### config.mk
export PLATFORM = sky130hd
export DESIGN_NAME = rgb_run_length_image_decoder
export DESIGN_NICKNAME = d
export VERILOG_FILES = /design/src/sv/rled_pkg.sv /design/src/sv/rled_front.sv /design/src/sv/rled_queue.sv /design/src/sv/rled_back.sv /design/src/sv/rgb_run_length_image_decoder.sv
export SDC_FILE = /design/constraint.sdc
export NUM_CORES = 1
export LEC_CHECK = 0
export ABC_CLOCK_PERIOD_IN_PS = 8600
export BUFFER_PORTS_ARGS = -buffer_cell sky130_fd_sc_hd__clkbuf_2
export CAP_MARGIN = 20
export CELL_PAD_IN_SITES_DETAIL_PLACEMENT = 1
export CELL_PAD_IN_SITES_GLOBAL_PLACEMENT = 1
export CORE_ASPECT_RATIO = 1.5
export CORE_MARGIN = 3
export CORE_UTILIZATION = 45
export DETAILED_ROUTE_END_ITERATION = 8
export GPL_ROUTABILITY_DRIVEN = 1
export GPL_TIMING_DRIVEN = 0
export PLACE_DENSITY_LB_ADDON = 0.05
export SKIP_LAST_GASP = 1
export SLEW_MARGIN = 20
export SYNTH_ARGS = -nofsm -noshare
export SYNTH_HDL_FRONTEND = slang
export SYNTH_SLANG_ARGS = --single-unit
### constraint.sdc
create_clock -name clock -period 8.6 [get_ports clock]
set_input_delay 1.29 -clock clock [delete_from_list [all_inputs] [get_ports clock]]
set_output_delay 1.29 -clock clock [all_outputs]
set_load 0.05 [all_outputs]
### src/sv/rled_pkg.sv
// -----------------------------------------------------------------------------
// rled_pkg
// Shared types and constants for the run-length RGB image decoder.
// -----------------------------------------------------------------------------
package rled_pkg;

   // Pixels carried by one result transfer.
   localparam int PIXELS_PER_RESULT = 4;
   localparam int PIX_CNT_W         = 3;

   // Header layout and the only accepted colour depth.
   localparam logic [3:0]  HEADER_LAST_IDX = 4'd9;
   localparam logic [3:0]  DEPTH_POS       = 4'd8;
   localparam logic [3:0]  HEIGHT_POS      = 4'd2;
   localparam logic [3:0]  WIDTH_END       = 4'd2;
   localparam logic [3:0]  HEIGHT_END      = 4'd4;
   localparam logic [15:0] DEPTH_REQUIRED  = 16'h0018;

   // Job queue between the parser and the expander.
   localparam int QUEUE_DEPTH = 2;
   localparam int QUEUE_PTR_W = $clog2(QUEUE_DEPTH);
   localparam int QUEUE_CNT_W = $clog2(QUEUE_DEPTH + 1);

   // Configuration register indexes.
   localparam logic REG_HEADER_ORDER = 1'b0;

   // Parser phase.
   typedef enum logic [1:0] {
      PH_HEADER = 2'd0,
      PH_DATA   = 2'd1,
      PH_IDLE   = 2'd2
   } phase_type;

   // Result status codes.
   typedef enum logic [1:0] {
      ST_BUSY      = 2'd0,
      ST_BAD_DEPTH = 2'd1,
      ST_DONE      = 2'd2
   } status_type;

   // One unit of work for the expander: a run of equal pixels, or a
   // pixel-free status report when count is zero.
   typedef struct packed {
      logic [7:0]  count;
      logic [23:0] pixel;
      status_type  status;
   } job_type;

endpackage

### src/sv/rled_front.sv
// -----------------------------------------------------------------------------
// rled_front
// Byte parser: decodes the header and the run records and queues one job per
// record that yields results, and one status job for a bad depth.
// -----------------------------------------------------------------------------
module rled_front
   import rled_pkg::*;
(
   input  logic          clock,
   input  logic          reset,
   input  logic          little_endian,
   input  logic          req_valid,
   output logic          req_ready,
   input  logic [7:0]    file_byte,
   input  logic          file_start,
   input  logic          queue_full,
   output logic          push_valid,
   output job_type       push_job
);

   phase_type   phase_ff, phase_in;
   logic [3:0]  idx_ff, idx_in;
   logic [15:0] width_ff, width_in;
   logic [15:0] height_ff, height_in;
   logic [15:0] depth_ff, depth_in;
   logic [16:0] column_ff, column_in;
   logic [15:0] row_ff, row_in;
   logic [7:0]  run_ff, run_in;
   logic [15:0] colour_ff, colour_in;

   phase_type   phase_v;
   logic [3:0]  idx_v;
   logic [16:0] column_v;
   logic [15:0] row_v;
   logic [7:0]  run_v;
   logic [15:0] colour_v;
   logic        accept;
   logic        high_half;
   logic [16:0] col_sum;
   logic [16:0] row_sum;
   logic        done;
   logic [1:0]  rec_idx;

   // A byte is taken whenever the job queue has room for what it may cause.
   assign req_ready = !queue_full;
   assign accept    = req_valid && req_ready;

   // Clocked parser state.
   always_ff @(posedge clock) begin
      if (reset) begin
         phase_ff  <= PH_HEADER;
         idx_ff    <= '0;
         width_ff  <= '0;
         height_ff <= '0;
         depth_ff  <= '0;
         column_ff <= '0;
         row_ff    <= '0;
         run_ff    <= '0;
         colour_ff <= '0;
      end else if (accept) begin
         phase_ff  <= phase_in;
         idx_ff    <= idx_in;
         width_ff  <= width_in;
         height_ff <= height_in;
         depth_ff  <= depth_in;
         column_ff <= column_in;
         row_ff    <= row_in;
         run_ff    <= run_in;
         colour_ff <= colour_in;
      end
   end

   // Next state and job generation for the byte at the input.
   always_comb begin
      // A file start restarts parsing with this byte as header byte zero.
      phase_v  = file_start ? PH_HEADER : phase_ff;
      idx_v    = file_start ? 4'd0 : idx_ff;
      column_v = file_start ? 17'd0 : column_ff;
      row_v    = file_start ? 16'd0 : row_ff;
      run_v    = file_start ? 8'd0 : run_ff;
      colour_v = file_start ? 16'd0 : colour_ff;

      phase_in  = phase_v;
      idx_in    = idx_v;
      width_in  = width_ff;
      height_in = height_ff;
      depth_in  = depth_ff;
      column_in = column_v;
      row_in    = row_v;
      run_in    = run_v;
      colour_in = colour_v;

      high_half = little_endian ? idx_v[0] : !idx_v[0];
      col_sum   = column_v + {9'd0, run_v};
      row_sum   = {1'b0, row_v} + 17'd1;
      done      = 1'b0;
      rec_idx   = idx_v[1:0];

      push_valid      = 1'b0;
      push_job.count  = run_v;
      push_job.pixel  = {colour_v, file_byte};
      push_job.status = ST_BUSY;

      case (phase_v)
         PH_HEADER: begin
            // Collect the 16-bit header words in the configured byte order.
            if (idx_v < WIDTH_END) begin
               width_in = high_half ? {file_byte, width_ff[7:0]}
                                    : {width_ff[15:8], file_byte};
            end else if (idx_v >= HEIGHT_POS && idx_v < HEIGHT_END) begin
               height_in = high_half ? {file_byte, height_ff[7:0]}
                                     : {height_ff[15:8], file_byte};
            end else if (idx_v >= DEPTH_POS) begin
               depth_in = high_half ? {file_byte, depth_ff[7:0]}
                                    : {depth_ff[15:8], file_byte};
            end
            idx_in = idx_v + 4'd1;
            // At the end of the header, check the depth: start the data or report and idle.
            if (idx_v >= HEADER_LAST_IDX) begin
               idx_in    = 4'd0;
               column_in = 17'd0;
               row_in    = 16'd0;
               if (depth_in != DEPTH_REQUIRED) begin
                  push_valid      = 1'b1;
                  push_job.count  = 8'd0;
                  push_job.status = ST_BAD_DEPTH;
                  phase_in        = PH_IDLE;
               end else begin
                  phase_in = PH_DATA;
               end
            end
         end
         PH_DATA: begin
            case (rec_idx)
               2'd0: run_in = file_byte;
               2'd1: colour_in = {file_byte, 8'd0};
               2'd2: colour_in = {colour_v[15:8], file_byte};
               default: begin
                  // Last byte of the record: advance column and row.
                  if (col_sum >= {1'b0, width_ff}) begin
                     column_in = 17'd0;
                     row_in    = row_sum[15:0];
                     done      = row_sum >= {1'b0, height_ff};
                  end else begin
                     column_in = col_sum;
                  end
                  push_valid      = (run_v != 8'd0) || done;
                  push_job.status = done ? ST_DONE : ST_BUSY;
                  if (done) begin
                     phase_in = PH_IDLE;
                  end
               end
            endcase
            idx_in = {2'd0, rec_idx + 2'd1};
         end
         default: begin
            // Bytes after completion or an error are dropped.
         end
      endcase

      push_valid = push_valid && accept;
   end

endmodule

### src/sv/rled_queue.sv
// -----------------------------------------------------------------------------
// rled_queue
// Short first-word-fall-through job queue between parser and expander.
// -----------------------------------------------------------------------------
module rled_queue
   import rled_pkg::*;
(
   input  logic    clock,
   input  logic    reset,
   input  logic    push_valid,
   input  job_type push_job,
   output logic    full,
   output logic    head_valid,
   output job_type head_job,
   input  logic    pop
);

   job_type                 mem_ff [QUEUE_DEPTH];
   logic [QUEUE_PTR_W-1:0]  wr_ptr_ff;
   logic [QUEUE_PTR_W-1:0]  rd_ptr_ff;
   logic [QUEUE_CNT_W-1:0]  fill_ff;
   logic                    do_pop;

   assign full       = fill_ff == QUEUE_CNT_W'(QUEUE_DEPTH);
   assign head_valid = fill_ff != '0;
   assign head_job   = mem_ff[rd_ptr_ff];
   assign do_pop     = pop && head_valid;

   // Storage: written at the tail, no reset needed.
   always_ff @(posedge clock) begin
      if (push_valid) begin
         mem_ff[wr_ptr_ff] <= push_job;
      end
   end

   // Pointers and fill level.
   always_ff @(posedge clock) begin
      if (reset) begin
         wr_ptr_ff <= '0;
         rd_ptr_ff <= '0;
         fill_ff   <= '0;
      end else begin
         if (push_valid) begin
            wr_ptr_ff <= wr_ptr_ff + 1'b1;
         end
         if (do_pop) begin
            rd_ptr_ff <= rd_ptr_ff + 1'b1;
         end
         if (push_valid && !do_pop) begin
            fill_ff <= fill_ff + 1'b1;
         end else if (!push_valid && do_pop) begin
            fill_ff <= fill_ff - 1'b1;
         end
      end
   end

endmodule

### src/sv/rled_back.sv
// -----------------------------------------------------------------------------
// rled_back
// Run expander: turns the job at the queue head into result transfers of up
// to four pixels each, held in an output register.
// -----------------------------------------------------------------------------
module rled_back
   import rled_pkg::*;
(
   input  logic                 clock,
   input  logic                 reset,
   input  logic                 head_valid,
   input  job_type              head_job,
   output logic                 pop,
   output logic                 rsp_valid,
   input  logic                 rsp_ready,
   output logic [23:0]          rsp_pixel_a,
   output logic [23:0]          rsp_pixel_b,
   output logic [23:0]          rsp_pixel_c,
   output logic [23:0]          rsp_pixel_d,
   output logic [PIX_CNT_W-1:0] rsp_pixel_count,
   output logic [1:0]           rsp_status,
   output logic                 rsp_last
);

   logic [7:0]           sent_ff, sent_in;
   logic                 valid_ff, valid_in;
   logic [23:0]          pix_ff [PIXELS_PER_RESULT];
   logic [23:0]          pix_in [PIXELS_PER_RESULT];
   logic [PIX_CNT_W-1:0] cnt_ff, cnt_in;
   status_type           status_ff, status_in;
   logic                 last_ff, last_in;
   logic [7:0]           left;
   logic                 out_free;
   logic                 emit;
   logic                 final_group;

   // Pixels of the current run not yet sent.
   assign left        = head_job.count - sent_ff;
   assign out_free    = !valid_ff || rsp_ready;
   assign emit        = head_valid && out_free;
   assign final_group = left <= 8'(PIXELS_PER_RESULT);
   assign pop         = emit && final_group;

   // Build the next result from the head job.
   always_comb begin
      cnt_in    = final_group ? left[PIX_CNT_W-1:0] : PIX_CNT_W'(PIXELS_PER_RESULT);
      status_in = final_group ? head_job.status : ST_BUSY;
      last_in   = final_group;
      for (int j = 0; j < PIXELS_PER_RESULT; j++) begin
         pix_in[j] = (PIX_CNT_W'(j) < cnt_in) ? head_job.pixel : 24'd0;
      end
      sent_in  = final_group ? 8'd0 : sent_ff + 8'(PIXELS_PER_RESULT);
      valid_in = emit ? 1'b1 : (valid_ff && !rsp_ready);
   end

   // Control registers.
   always_ff @(posedge clock) begin
      if (reset) begin
         valid_ff <= 1'b0;
         sent_ff  <= '0;
      end else begin
         valid_ff <= valid_in;
         if (emit) begin
            sent_ff <= sent_in;
         end
      end
   end

   // Output payload register, loaded once the previous transfer has left.
   always_ff @(posedge clock) begin
      if (emit) begin
         pix_ff    <= pix_in;
         cnt_ff    <= cnt_in;
         status_ff <= status_in;
         last_ff   <= last_in;
      end
   end

   assign rsp_valid       = valid_ff;
   assign rsp_pixel_a     = pix_ff[0];
   assign rsp_pixel_b     = pix_ff[1];
   assign rsp_pixel_c     = pix_ff[2];
   assign rsp_pixel_d     = pix_ff[3];
   assign rsp_pixel_count = cnt_ff;
   assign rsp_status      = status_ff;
   assign rsp_last        = last_ff;

endmodule

### src/sv/rgb_run_length_image_decoder.sv
// -----------------------------------------------------------------------------
// rgb_run_length_image_decoder
// Decodes a run-length coded 24-bit RGB image fed one file byte at a time.
// -----------------------------------------------------------------------------
// Usage:
// The req channel carries one file byte per transfer with file_start marking
// the first byte of a new file. A 10-byte header gives width, height and depth;
// a depth other than 24 yields one status transfer and the file is dropped.
// Each later 4-byte record (count, three colour bytes) expands to count pixels.
// The rsp channel carries up to four pixels per transfer with pixel_count,
// status and last (set on the final transfer caused by one input byte).
// Path: the fourth byte of a record reaches its first result transfer through
// the parser, the job queue and the output register.
// Throughput: one input byte per cycle while the job queue has room; a record
// of n pixels needs ceil(n/4) expander transfers, at least one when it yields a
// result, so the expander and the two-entry job queue set the sustained byte rate.
// When the receiver stalls, the output register holds its transfer, the queue
// fills and req_ready drops; nothing is lost.
// Reset clears the parser to header phase, empties the queue and sets the
// header byte order register (APB, address 0, bit 0) to big-endian.
// -----------------------------------------------------------------------------
module rgb_run_length_image_decoder
   import rled_pkg::*;
(
   input  logic                 clock,
   input  logic                 reset,
   // Configuration port
   input  logic                 psel,
   input  logic                 penable,
   input  logic                 pwrite,
   input  logic [2:0]           paddr,
   input  logic [31:0]          pwdata,
   output logic [31:0]          prdata,
   output logic                 pready,
   // Input byte channel
   input  logic                 req_valid,
   output logic                 req_ready,
   input  logic [7:0]           req_file_byte,
   input  logic                 req_file_start,
   // Result channel
   output logic                 rsp_valid,
   input  logic                 rsp_ready,
   output logic [23:0]          rsp_pixel_a,
   output logic [23:0]          rsp_pixel_b,
   output logic [23:0]          rsp_pixel_c,
   output logic [23:0]          rsp_pixel_d,
   output logic [PIX_CNT_W-1:0] rsp_pixel_count,
   output logic [1:0]           rsp_status,
   output logic                 rsp_last
);

   logic    little_endian_ff;
   logic    csr_write;
   logic    push_valid;
   job_type push_job;
   logic    queue_full;
   logic    head_valid;
   job_type head_job;
   logic    pop;

   // Configuration register: header byte order.
   assign pready    = 1'b1;
   assign csr_write = psel && penable && pwrite && (paddr[2] == REG_HEADER_ORDER);

   always_ff @(posedge clock) begin
      if (reset) begin
         little_endian_ff <= 1'b0;
      end else if (csr_write) begin
         little_endian_ff <= pwdata[0];
      end
   end

   assign prdata = (paddr[2] == REG_HEADER_ORDER) ? {31'd0, little_endian_ff} : 32'd0;

   // Header and record parser.
   rled_front u_front (
      .clock         (clock),
      .reset         (reset),
      .little_endian (little_endian_ff),
      .req_valid     (req_valid),
      .req_ready     (req_ready),
      .file_byte     (req_file_byte),
      .file_start    (req_file_start),
      .queue_full    (queue_full),
      .push_valid    (push_valid),
      .push_job      (push_job)
   );

   // Job queue.
   rled_queue u_queue (
      .clock      (clock),
      .reset      (reset),
      .push_valid (push_valid),
      .push_job   (push_job),
      .full       (queue_full),
      .head_valid (head_valid),
      .head_job   (head_job),
      .pop        (pop)
   );

   // Run expander and output register.
   rled_back u_back (
      .clock           (clock),
      .reset           (reset),
      .head_valid      (head_valid),
      .head_job        (head_job),
      .pop             (pop),
      .rsp_valid       (rsp_valid),
      .rsp_ready       (rsp_ready),
      .rsp_pixel_a     (rsp_pixel_a),
      .rsp_pixel_b     (rsp_pixel_b),
      .rsp_pixel_c     (rsp_pixel_c),
      .rsp_pixel_d     (rsp_pixel_d),
      .rsp_pixel_count (rsp_pixel_count),
      .rsp_status      (rsp_status),
      .rsp_last        (rsp_last)
   );

endmodule
# Word level (Yosys, flattened, before mapping)
# Memories as Yosys holds them, arrays and structs flattened. A register that Yosys moved wholly into a read port is not among the register bits.
# Cells that the tools add are included.
[totals]
in_bits = 51
ramBits = 68
output_inout_bits = 137
register_bits = 227
n_memories = 1
wordCells = 142
[classes]
n_addsub = 10
reduce_logical = 31
order_cmp = 12
mux = 56
n_bitwise = 3
n_eq_ne = 5
[mem_list]
columns = ["name", "depth", "width", "read_ports", "rd_ports_with_merged_regs", "wr", "line_no", "source"]
rows = [
  ["u_queue.mem_ff", 2, 34, 1, 1, 1, "rled_queue.sv:18", "job_type mem_ff [QUEUE_DEPTH];"],
]
[op_table]
columns = ["op", "n"]
rows = [
  ["two-way mux 16 bit", 11],
  ["two-way mux 17 bit", 4],
  ["case mux 16 bit (2 select lines)", 2],
  ["two-way mux 8 bit", 7],
  [">= comparator 17 x 16 -> 1 bit", 2],
  ["case mux 17 bit (2 select lines)", 1],
  ["two-way mux 2 bit", 10],
  ["adder 16 x 1 -> 17 bit (second input constant)", 1],
  ["adder 17 x 8 -> 17 bit", 1],
  ["!= test 16 x 5 -> 1 bit (second input constant)", 1],
  ["two-way mux 1 bit", 14],
  ["logical AND 1 bit", 12],
  ["AND reduction 5 bit", 2],
  ["adder 8 x 3 -> 8 bit (second input constant)", 1],
  [">= comparator 4 bit (second input constant)", 2],
  ["less-or-equal comparator 8 x 3 -> 1 bit (second input constant)", 1],
  ["two-way mux 4 bit", 2],
  ["case mux 2 bit (2 select lines)", 2],
  ["case mux 4 bit (2 select lines)", 1],
  ["AND reduction 4 bit", 2],
  ["nonzero test 8 bit", 1],
  ["subtractor 8 bit", 1],
  ["logical NOT 1 bit", 6],
  ["less-than comparator 1 x 3 -> 1 bit (first input constant)", 2],
  ["other kinds (18)", 28],
]

# Depth between registers and ports, before layout
# Gate-level depths: netlist of the first run.
[logic_depth]
ltp_word = 17
mapped_depth = 26
ltp_nobuf = 21

# Cells and area by module
# A second synthesis of the first run with hierarchy kept.
[unflattened]
hier_cells = 1327
hier_area_um2 = 14481.4
[by_module_without_submodules]
columns = ["mod", "n_inst", "seq_area_each_um2", "cells_each", "area_each_um2"]
rows = [
  ["rled_front", 1, 2222.1, 849, 6859.1],
  ["rled_back", 1, 3203.1, 310, 4649.5],
  ["rled_queue", 1, 2142.1, 128, 2663.8],
  ["rgb_run_length_image_decoder", 1, 20.0, 40, 309.0],
]

# Worst setup path before layout of the first run
# Ideal clock, no wire load.
[synth_timing]
path_kind = "input-to-reg"
from = "input port req_file_start"
to = "memory u_queue.mem_ff[0][0] in the netlist's numbering, enable pin"
arrival_ns = 7.566
setup_slack_ns = 0.604
required_ns = 8.171
setup_ns = 0.429
stages = 23
path_buffers = 5
cell_sequence = "buf_2 buf_2 clkbuf_1 clkbuf_1 clkbuf_1 nor2b_1 ha_1 a211o_1 a41oi_1 o311ai_1 a31o_2 and3_1 nand3_1 xor2_1 nor2_1 ha_1 nand3_1 or3_1 o41ai_2 or2_2 o32a_1 a22o_1 nor2b_1"
[synth_via]
elab_chain_cells = 15
elab_cells_between_ends = 41
cone_classes = "add/sub: 2; order compare: 7; eq/ne: 4; mux: 20; reduce/logical: 8"
[synth_lines]
columns = ["element", "line_no", "source"]
rows = [
  ["start, declared", "rgb_run_length_image_decoder.sv:39", "input logic req_file_start,"],
  ["parallel branches: the longest is 11 deep, another holds adder 17 x 8 -> 17 bit", "-", ""],
  ["case mux 1 bit (2 select lines) *", "rled_front.sv:104", "case (phase_v)"],
  ["logical AND 1 bit *", "rled_front.sv:161", "push_valid = push_valid && accept;"],
  ["via push_valid", "rgb_run_length_image_decoder.sv:54", "logic push_valid;"],
  ["two-way mux 1 bit *", "rled_queue.sv:31", "if (push_valid) begin"],
  ["two-way mux 1 bit (not written as such) *", "rled_queue.sv:32", "mem_ff[wr_ptr_ff] <= push_job;"],
  ["end, declared", "rled_queue.sv:18", ""],
]
# Mark *: on every way through the listed nets, which the timed path passes. The select of a mux whose other input is x is not followed.

# Worst setup path after layout of the first run
[layout_timing]
from = "input port req_file_start"
to = "memory u_queue.mem_ff[0][3] in the netlist's numbering, enable pin"
# Same word-level chain as after synthesis.

==> results, run 1 <==
- The sum of negative setup slack is 0 ns.
- The wire length of the first global-routing pass is 59300 um.
- By count the netlist is led by nor2_1, edfxtp_1, dfxtp_1.
- The internal power contribution is 2190 uW.
- The gate count after technology mapping is 1289.
- The min-delay analysis places its worst path in the category reg -> reg.
- Among all cell types in the netlist, the one instantiated most often is nor2_1.
- The post-synthesis instance area is 13700 um2.
- The total number of nets in the final design is 1577.
- From bottom edge to top edge, the die measures 220 um.
- For this run, the detailed router's first-pass iteration total came to 5.
- The fraction of final layout cells with drive strength greater than 1 is 0.158.
- The routed length on met1 is 14800 um.
- The critical path goes through buf_2 -> buf_2 -> clkbuf_1 -> clkbuf_2 -> clkbuf_1 -> nor2b_1 -> ha_1 -> a211o_1 -> a41oi_1 -> o311ai_1 -> a31o_2 -> and3_1 -> nand3_1 -> xor2_1 -> nor2_1 -> ha_1 -> nand3_1 -> or3_1 -> o41ai_2 -> or2_2 -> o32a_1 -> a22o_1 -> nor2b_4 -> buf_16.
- In the detailed route, the total length drawn on met3 is 1360 um.
- The global-route usage over all layers is 0.230.
- In this run the number of H-tree levels came out at 1.
- The total clock buffers created by CTS is 28.
- The worst register-to-register path has a depth of 19.
- For this run, asynchronously set or reset flops after synthesis account for 0.
- Along the worst path, the maximum fanout reaches 18.
- The total overflow left after global routing is 0.
- The category of the worst setup path capture point is a register.
- The number of max-slew violations in the final report came to 0.
- Of the total power, the clock network draws 0.417.
- The clock-pin slew of the registers on the worst-case setup and hold paths is 0.07 ns.
- The starting density of the core is 0.461.
- Detailed placement ended at an HPWL of 28500 um.
- The number of placement rows is 77.
- The first routing iteration left 518 violations.
- The peak clock frequency supported by timing is 119 MHz.
- The kind of cell with the highest combined delay on the critical path is buffers and inverters.
- The initial antenna violation count is 0.
- Setup repair after global routing left no endpoint under its margin.
- The pin count of the biggest net entering global routing is 61.
- The fraction of power consumed by combinational cells is 0.065.
- The tightest hold path in the finished design has a slack of 0.450 ns.
- Data arrives at the worst endpoint at 8.66 ns.
- In this run the tightest slew margin relative to its limit is 0.324.
- Across the run, the number of max-cap violations was 0.
- The repair_antennas step left the layout with diodes totalling 0.
- The static leakage is 0.00622 uW.
- The via count of the first global-routing pass is 10500.
- After detailed routing, the number of vias per cell comes to 5.36.
- The top-level I/O count is 188.
- The tree is rooted in a clkbuf_16.
- The post-route clock skew is 0.0209 ns.
- The count of clock tree sinks is 294.
- The die is 149 um wide.
- The count of yosys warnings during synthesis is 0.
- For the worst-skew pair, the clock arrives at the later sink with an insertion delay of 0.57 ns.
- Fill cells in the final layout number 3316.
- The distinct cell type count after synthesis is 73.
- The detailed router placed 10100 vias in this run.
- The number of buffers and inverters on the critical path is 6.
- The synthesized design spends more area on one cell type than any other, namely edfxtp_1.
- The post-synthesis sequential area ratio is 0.552.
- The die area is 32700 um2.
- TritonCTS built the clock tree.
- For this block, the routed nets add up to 38000 um of wire.
- By area the synthesized netlist is led by edfxtp_1, dfxtp_1, nor2_1.
- Of the total power, registers draw 0.518.
- The peak per-stage delay on the critical path is 0.61 ns.
- The detailed router used layers up to and including met4.
- Input and output buffers added on the ports amount to 121.
- The commonest register cell after synthesis is edfxtp_1.
- The routed wirelength normalized by instance count is 20.1 um.
- The maximum buffer depth of the clock tree is 3.
- Across the VDD grid, the largest voltage drop is 0.000145 V.
- The count of endpoints failing setup in the final report is 0.
- Once detail routing completed, the nets flagged for antenna violations numbered 0.
- STA puts the critical path data required time at 8.87 ns.
- The switching part of the total power is 0.239.
- The remaining design rule violation count is 0.
- The routability-driven placement congestion ratio is 0.830.
- The routed length on met2 is 20700 um.
- The post-CTS setup-driven buffer insertion count is 0.
- The post-synthesis average cell area is 10.7 um2.
- The share of the clock period used by the worst path is 0.976.
- The final-report hold violation count is 0.
- Counting buffers and inverters, the worst setup path is 24 cells deep.
- The flow ran to the end, and the final reports show no timing, DRC or antenna violations.
- Summed over all nets, the switching power comes to 688 uW.
- The cell depth of the worst min-delay path is 2.
- The area share of the largest cell type after synthesis is 0.372.
- The worst setup path is launched from an input port.
- The critical path is of the in -> reg type.
- The number of enable-type register cells in the synthesized netlist is 170.
- The synthesized design contains 294 register bits.
- The routed design could run at a clock period as short as 8.39 ns.
- On the critical path, the stage with the largest delay is an instance of clkbuf_1.
- The pin slew with the least headroom to its limit is 1.01 ns.
- For this design the ratio of total power to cell area is 180 nW/um2.
- The area overhead of the layout relative to synthesis is 16.1%.
- The core region is 29800 um2.
[metal layers]
metal | track usage | up-vias
met2 | 0.449 | 223
li1 | - | 4875
met1 | 0.257 | 4963
met4 | 0.0764 | 0
met5 | 0 | -
met3 | 0.0259 | 66
[through the flow]
step | setup slack [ns] | instances | area, um2 | power, uW | utilization
after floorplan | 0.604 | 1321 | 13900 | 1650 | -
after global placement | -2.12 | 1837 | 15000 | 1700 | 0.502
after detailed placement | -0.588 | 1840 | 15000 | 1700 | 0.505
after CTS | 0.0367 | 1891 | 15900 | 2900 | 0.536
after global routing | 0.0191 | 1891 | 15900 | 2970 | 0.536
final | 0.210 | 1891 | 15900 | 2870 | 0.536
[registers in the layout, summed over array words and instances (netlist names), 2 cells and up, named ones only]
signal                  count
u_back.rsp_pixel_count      3
u_front.phase_ff            2
u_front.column_ff          17
u_front.row_ff             16
u_back.rsp_pixel_c         24
u_back.rsp_pixel_b         24
u_queue.fill_ff             2
u_back.rsp_status           2
u_back.rsp_pixel_d         24
u_front.run_ff              8
u_queue.mem_ff             68
u_front.height_ff          16
u_front.idx_ff              4
u_front.colour_ff          16
u_front.width_ff           16
u_back.rsp_pixel_a         24
u_back.sent_ff              6
u_front.depth_ff           16
[timing repair]
| action | in CTS | in global routing |
|---|---|---|
| hold endpoints to repair | 0 | 0 |
| resized for setup | 1 | 2 |
| hold buffers | 0 | 0 |
| endpoints found under the setup margin | 18 | 52 |
[placed cells by master (no fill, tap or decap), types with 11 or more instances in the layout]
cell type  netlist  final
a211oi_1        11     11
a21oi_1         42     42
a22oi_1         28     28
a31oi_1         12     12
and2_1          16     15
buf_4           32     32
clkbuf_1        49     50
clkbuf_16        0     30
clkbuf_2         0    123
conb_1           2     34
dfxtp_1        124    124
edfxtp_1       170    170
ha_1            50     50
inv_1           57     59
mux2i_1         73     73
nand2_1         69     69
nand3_1         24     24
nand4_1         16     16
nor2_1         232    232
nor2b_1         41     40
o21ai_0         22     22
o31ai_1         14     14
xnor2_1         25     25
xor2_1          20     20
[power by group through the flow]
stage | sequential, uW | clock (uW) | combinational (uW)
5_1_grt | 1490 | 1280 | 201
6_report | 1490 | 1200 | 186
3_5_place_dp | 1520 | 0 | 185
3_3_place_gp | 1520 | 0 | 182
4_1_cts | 1490 | 1220 | 186
2_1_floorplan | 1520 | 0 | 129
[logic make-up after synthesis]
kind of cell    count (synthesis)  share of synthesized area
compound gates                198                      0.101
xor+xnor                       46                     0.0299
fa+ha+maj                      51                     0.0470
buf+inv                       151                     0.0509
flops                         294                      0.552
mux                            79                     0.0581
other cells                     2                   0.000547
simple gates                  468                      0.160
[path summary, 6_finish.rpt]
| kind | start | to | slack, ns |
|---|---|---|---|
| setup / recovery | req_file_start | u_queue.mem_ff[0][3]$_DFFE_PP_ | 0.21 |
| hold / removal | u_front.column_ff[7]$_SDFFE_PP0P_ | u_front.column_ff[7]$_SDFFE_PP0P_ | 0.45 |
| setup reg to reg | u_front.run_ff[1]$_SDFFE_PP0P_ | u_queue.mem_ff[0][3]$_DFFE_PP_ | 2.74 |
| hold reg to reg | u_front.column_ff[7]$_SDFFE_PP0P_ | u_front.column_ff[7]$_SDFFE_PP0P_ | 0.45 |
[area by class of cell]
| type | instances | area, um2 | share of cell area |
|---|---|---|---|
| inverter | 58 | 218 | 0.0137 |
| clock buffer | 36 | 793 | 0.0497 |
| sequential | 294 | 7590 | 0.476 |
| buffer | 93 | 488 | 0.0306 |
| timing repair buffer | 124 | 688 | 0.0432 |
| tap | 395 | 494 | 0.0310 |
| multi-input combinational | 876 | 5580 | 0.350 |
| clock inverter | 15 | 101 | 0.00636 |
[worst min-delay path: stages (launching register included)]
cell,delay [ns]
dfxtp_1,0.31
nand2_1,0.05
a21oi_1,0.05
(Power assumes the default switching activity.)
==> run 2, diff against run 1 <==
- CORE_MARGIN: 3 -> 5
==> results, run 2 (synthesized netlist as in run 1, its figures left out) <==
- The via count of the routed design was 10100 (about the same).
- The initial antenna violation count came to 0 (unchanged).
- The estimated wirelength of the detail-placed design was 28300 um (was 28500 um).
- The final-report hold violation count is 0 (unchanged).
- The starting density of the core is 0.455 (was 0.461).
- The final critical-path setup slack is 0.304 ns (was 0.210 ns).
- The area taken by multi-input logic gates is 5580 um2 (unchanged).
- The total number of nets in the final design is 1577 (unchanged).
- The kind of launch point of the worst setup path is an input port (unchanged).
- The area overhead of the layout relative to synthesis is 16.8% (was 16.1%).
- The share of the clock period used by the worst path was 0.965 (was 0.976).
- The deepest level of the CTS H-tree is 1 (unchanged).
- Commonest non-fill, non-tap cells in the layout: nor2_1, edfxtp_1, dfxtp_1 (unchanged).
- The number of diodes came to 0 (unchanged).
- The fraction of final layout cells with drive strength greater than 1 is 0.158 (about the same).
- The total clock buffers created by CTS is 28 (unchanged).
- The number of vias per cell after detailed routing was 5.33 (was 5.36).
- The startpoint-to-endpoint class of the critical path is in -> reg (unchanged).
- The arrival time of the worst setup path is 8.56 ns (was 8.66 ns).
- The register cell area after layout was 7590 um2 (unchanged).
- The total power consumption of the routed design is 3010 uW (was 2870 uW).
- The number of cells in the finished layout apart from fillers is 1897 (was 1891).
- The remaining max-slew budget at the tightest pin is 0.277 (was 0.324).
- The first-pass detailed-route iteration total is 5 (unchanged).
- The global-route usage over all layers is 0.219 (was 0.230).
- The number of max-slew violations in the final report is 0 (unchanged).
- The violation count after the first detailed-routing iteration is 492 (was 518).
- The pin count of the biggest net entering global routing was 57 (was 61).
- The wire length of the first global-routing pass is 60100 um (was 59300 um).
- The filler cell count is 3347 (was 3316).
- The via count of the first global-routing pass is 10500 (about the same).
- The number of port buffers was 121 (unchanged).
- The clock latency on the worst-skew pair came to 0.57 ns (about the same).
- The category of the worst setup path capture point is a register (unchanged).
- The remaining number of nets flagged by the antenna check after routing came to 0 (unchanged).
- The number of flip-flops under the largest register name is 68 (unchanged).
- The leftover overflow at the end of global routing is 0 (unchanged).
- The path class of the lowest-slack min-delay path is reg -> reg (unchanged).
- The time the worst path needs with I/O delays and setup was 8.30 ns (was 8.39 ns).
- The routability-driven placement congestion ratio is 0.835 (was 0.830).
- The peak clock frequency supported by timing is 121 MHz (was 119 MHz).
- Setup repair after global routing missed its margin: no (unchanged).
- The critical path required time came to 8.86 ns (was 8.87 ns).
- The register with the most flip-flops is u_queue.mem_ff (unchanged).
- The pin slew with the least headroom to its limit is 1.08 ns (was 1.01 ns).
- The final core area utilization is 0.532 (was 0.536).
- The count of max-cap constraint violations was 0 (unchanged).
- The routed wirelength normalized by instance count is 20.1 um (about the same).
- The remaining design rule violation count is 0 (unchanged).
- The number of placement rows is 78 (was 77).
- The final cell area excluding filler cells is 16000 um2 (was 15900 um2).
- The minimum setup slack among reg-to-reg paths was 2.80 ns (was 2.74 ns).
- The static leakage came to 0.00626 uW (was 0.00622 uW).
- The die area is 34200 um2 (was 32700 um2).
- The post-placement worst setup slack is -0.483 ns (was -0.588 ns).
- The most frequent standard cell in the layout excluding fill and tap cells is nor2_1 (unchanged).
- The instance area at placement is 15100 um2 (was 15000 um2).
- The final wirelength came to 38200 um (was 38000 um).
- The post-route clock skew is 0.0260 ns (was 0.0209 ns).
- The count of endpoints failing setup in the final report was 0 (unchanged).
- The largest voltage drop on the vdd net is 0.000172 V (was 0.000145 V).
- The maximum buffer depth of the clock tree was 3 (unchanged).
- The vertical extent of the die came to 224 um (was 220 um).
- The clock-pin slew of the registers on the worst-case setup and hold paths came to 0.07 ns (about the same).
- The CTS tree is done (unchanged).
- The top-level I/O count came to 188 (unchanged).
- The post-CTS setup-driven buffer insertion count is 0 (unchanged).
- The power per standard cell area came to 188 nW/um2 (was 180 nW/um2).
- The count of placed standard cells including taps was 1845 (was 1840).
- The library cell used as clock root buffer is clkbuf_16 (unchanged).
- The horizontal die dimension is 153 um (was 149 um).
- The count of clock tree sinks is 294 (unchanged).
- The largest driver fanout on the critical path is 18 (unchanged).
- The placeable core region came to 30200 um2 (was 29800 um2).
- Status: finished, final reports clean (unchanged).
## run 2: area by class of cell
| cell class | instances | area share |
|---|---|---|
| flip-flops and latches | 294 | 0.473 |
| multi-input cells | 876 | 0.348 |
| clock buffers | 38 | 0.0460 |
| repair buffers | 124 | 0.0429 |
| well taps | 400 | 0.0312 |
| plain buffers | 93 | 0.0304 |
| clock inverters | 14 | 0.0154 |
| inverters | 58 | 0.0136 |
## run 2: through the flow
stage	hold slack [ns]	setup TNS (ns)
after floorplan	0.422	0
after global placement	0.434	-105.16
after detailed placement	0.443	-25.60
after CTS	0.453	0
after global routing	0.470	0
final	0.449	0
## run 2: final timing paths
kind         cells after the start                                end                         startpoint
max                             24    u_queue.mem_ff[0][32]$_DFFE_PP_                     req_file_start
min                              2  u_front.column_ff[7]$_SDFFE_PP0P_  u_front.column_ff[7]$_SDFFE_PP0P_
max reg2reg                     19    u_queue.mem_ff[0][32]$_DFFE_PP_     u_front.run_ff[1]$_SDFFE_PP0P_
min reg2reg                      2  u_front.column_ff[7]$_SDFFE_PP0P_  u_front.column_ff[7]$_SDFFE_PP0P_
## run 2: critical path, stage by stage
cell	delay, ns
buf_2	0.26
buf_2	0.32
clkbuf_1	0.60
clkbuf_2	0.45
clkbuf_1	0.59
nor2b_1	0.11
ha_1	0.26
a211o_1	0.34
a41oi_1	0.31
o311ai_1	0.18
a31o_2	0.32
and3_1	0.23
nand3_1	0.11
xor2_1	0.14
nor2_1	0.05
ha_1	0.30
nand3_1	0.12
or3_1	0.45
o41ai_2	0.59
or2_2	0.20
o32a_1	0.21
a22o_1	0.28
nor2b_4	0.57
buf_16	0.23
## run 2: report_power, final
group / switching (uW) / leakage [uW] / internal [uW] / total [uW]
sequential: 5.42 / 0.00268 / 1480 / 1490
combinational: 138 / 0.00311 / 49.0 / 187
clock: 549 / 0.000469 / 788 / 1340
## run 2: routing by layer
metal | track usage | part of all wire
met5 | 0 | 0
met4 | 0.0774 | 0.033
met2 | 0.413 | 0.53
met3 | 0.0307 | 0.039
met1 | 0.253 | 0.39
## run 2: what timing repair did
| item | 4_1_cts | 5_1_grt |
|---|---|---|
| endpoints found under the hold margin | 0 | 0 |
| endpoints found under the setup margin | 0 | 69 |
| resized for setup | 0 | 4 |
| hold buffers | 0 | 0 |
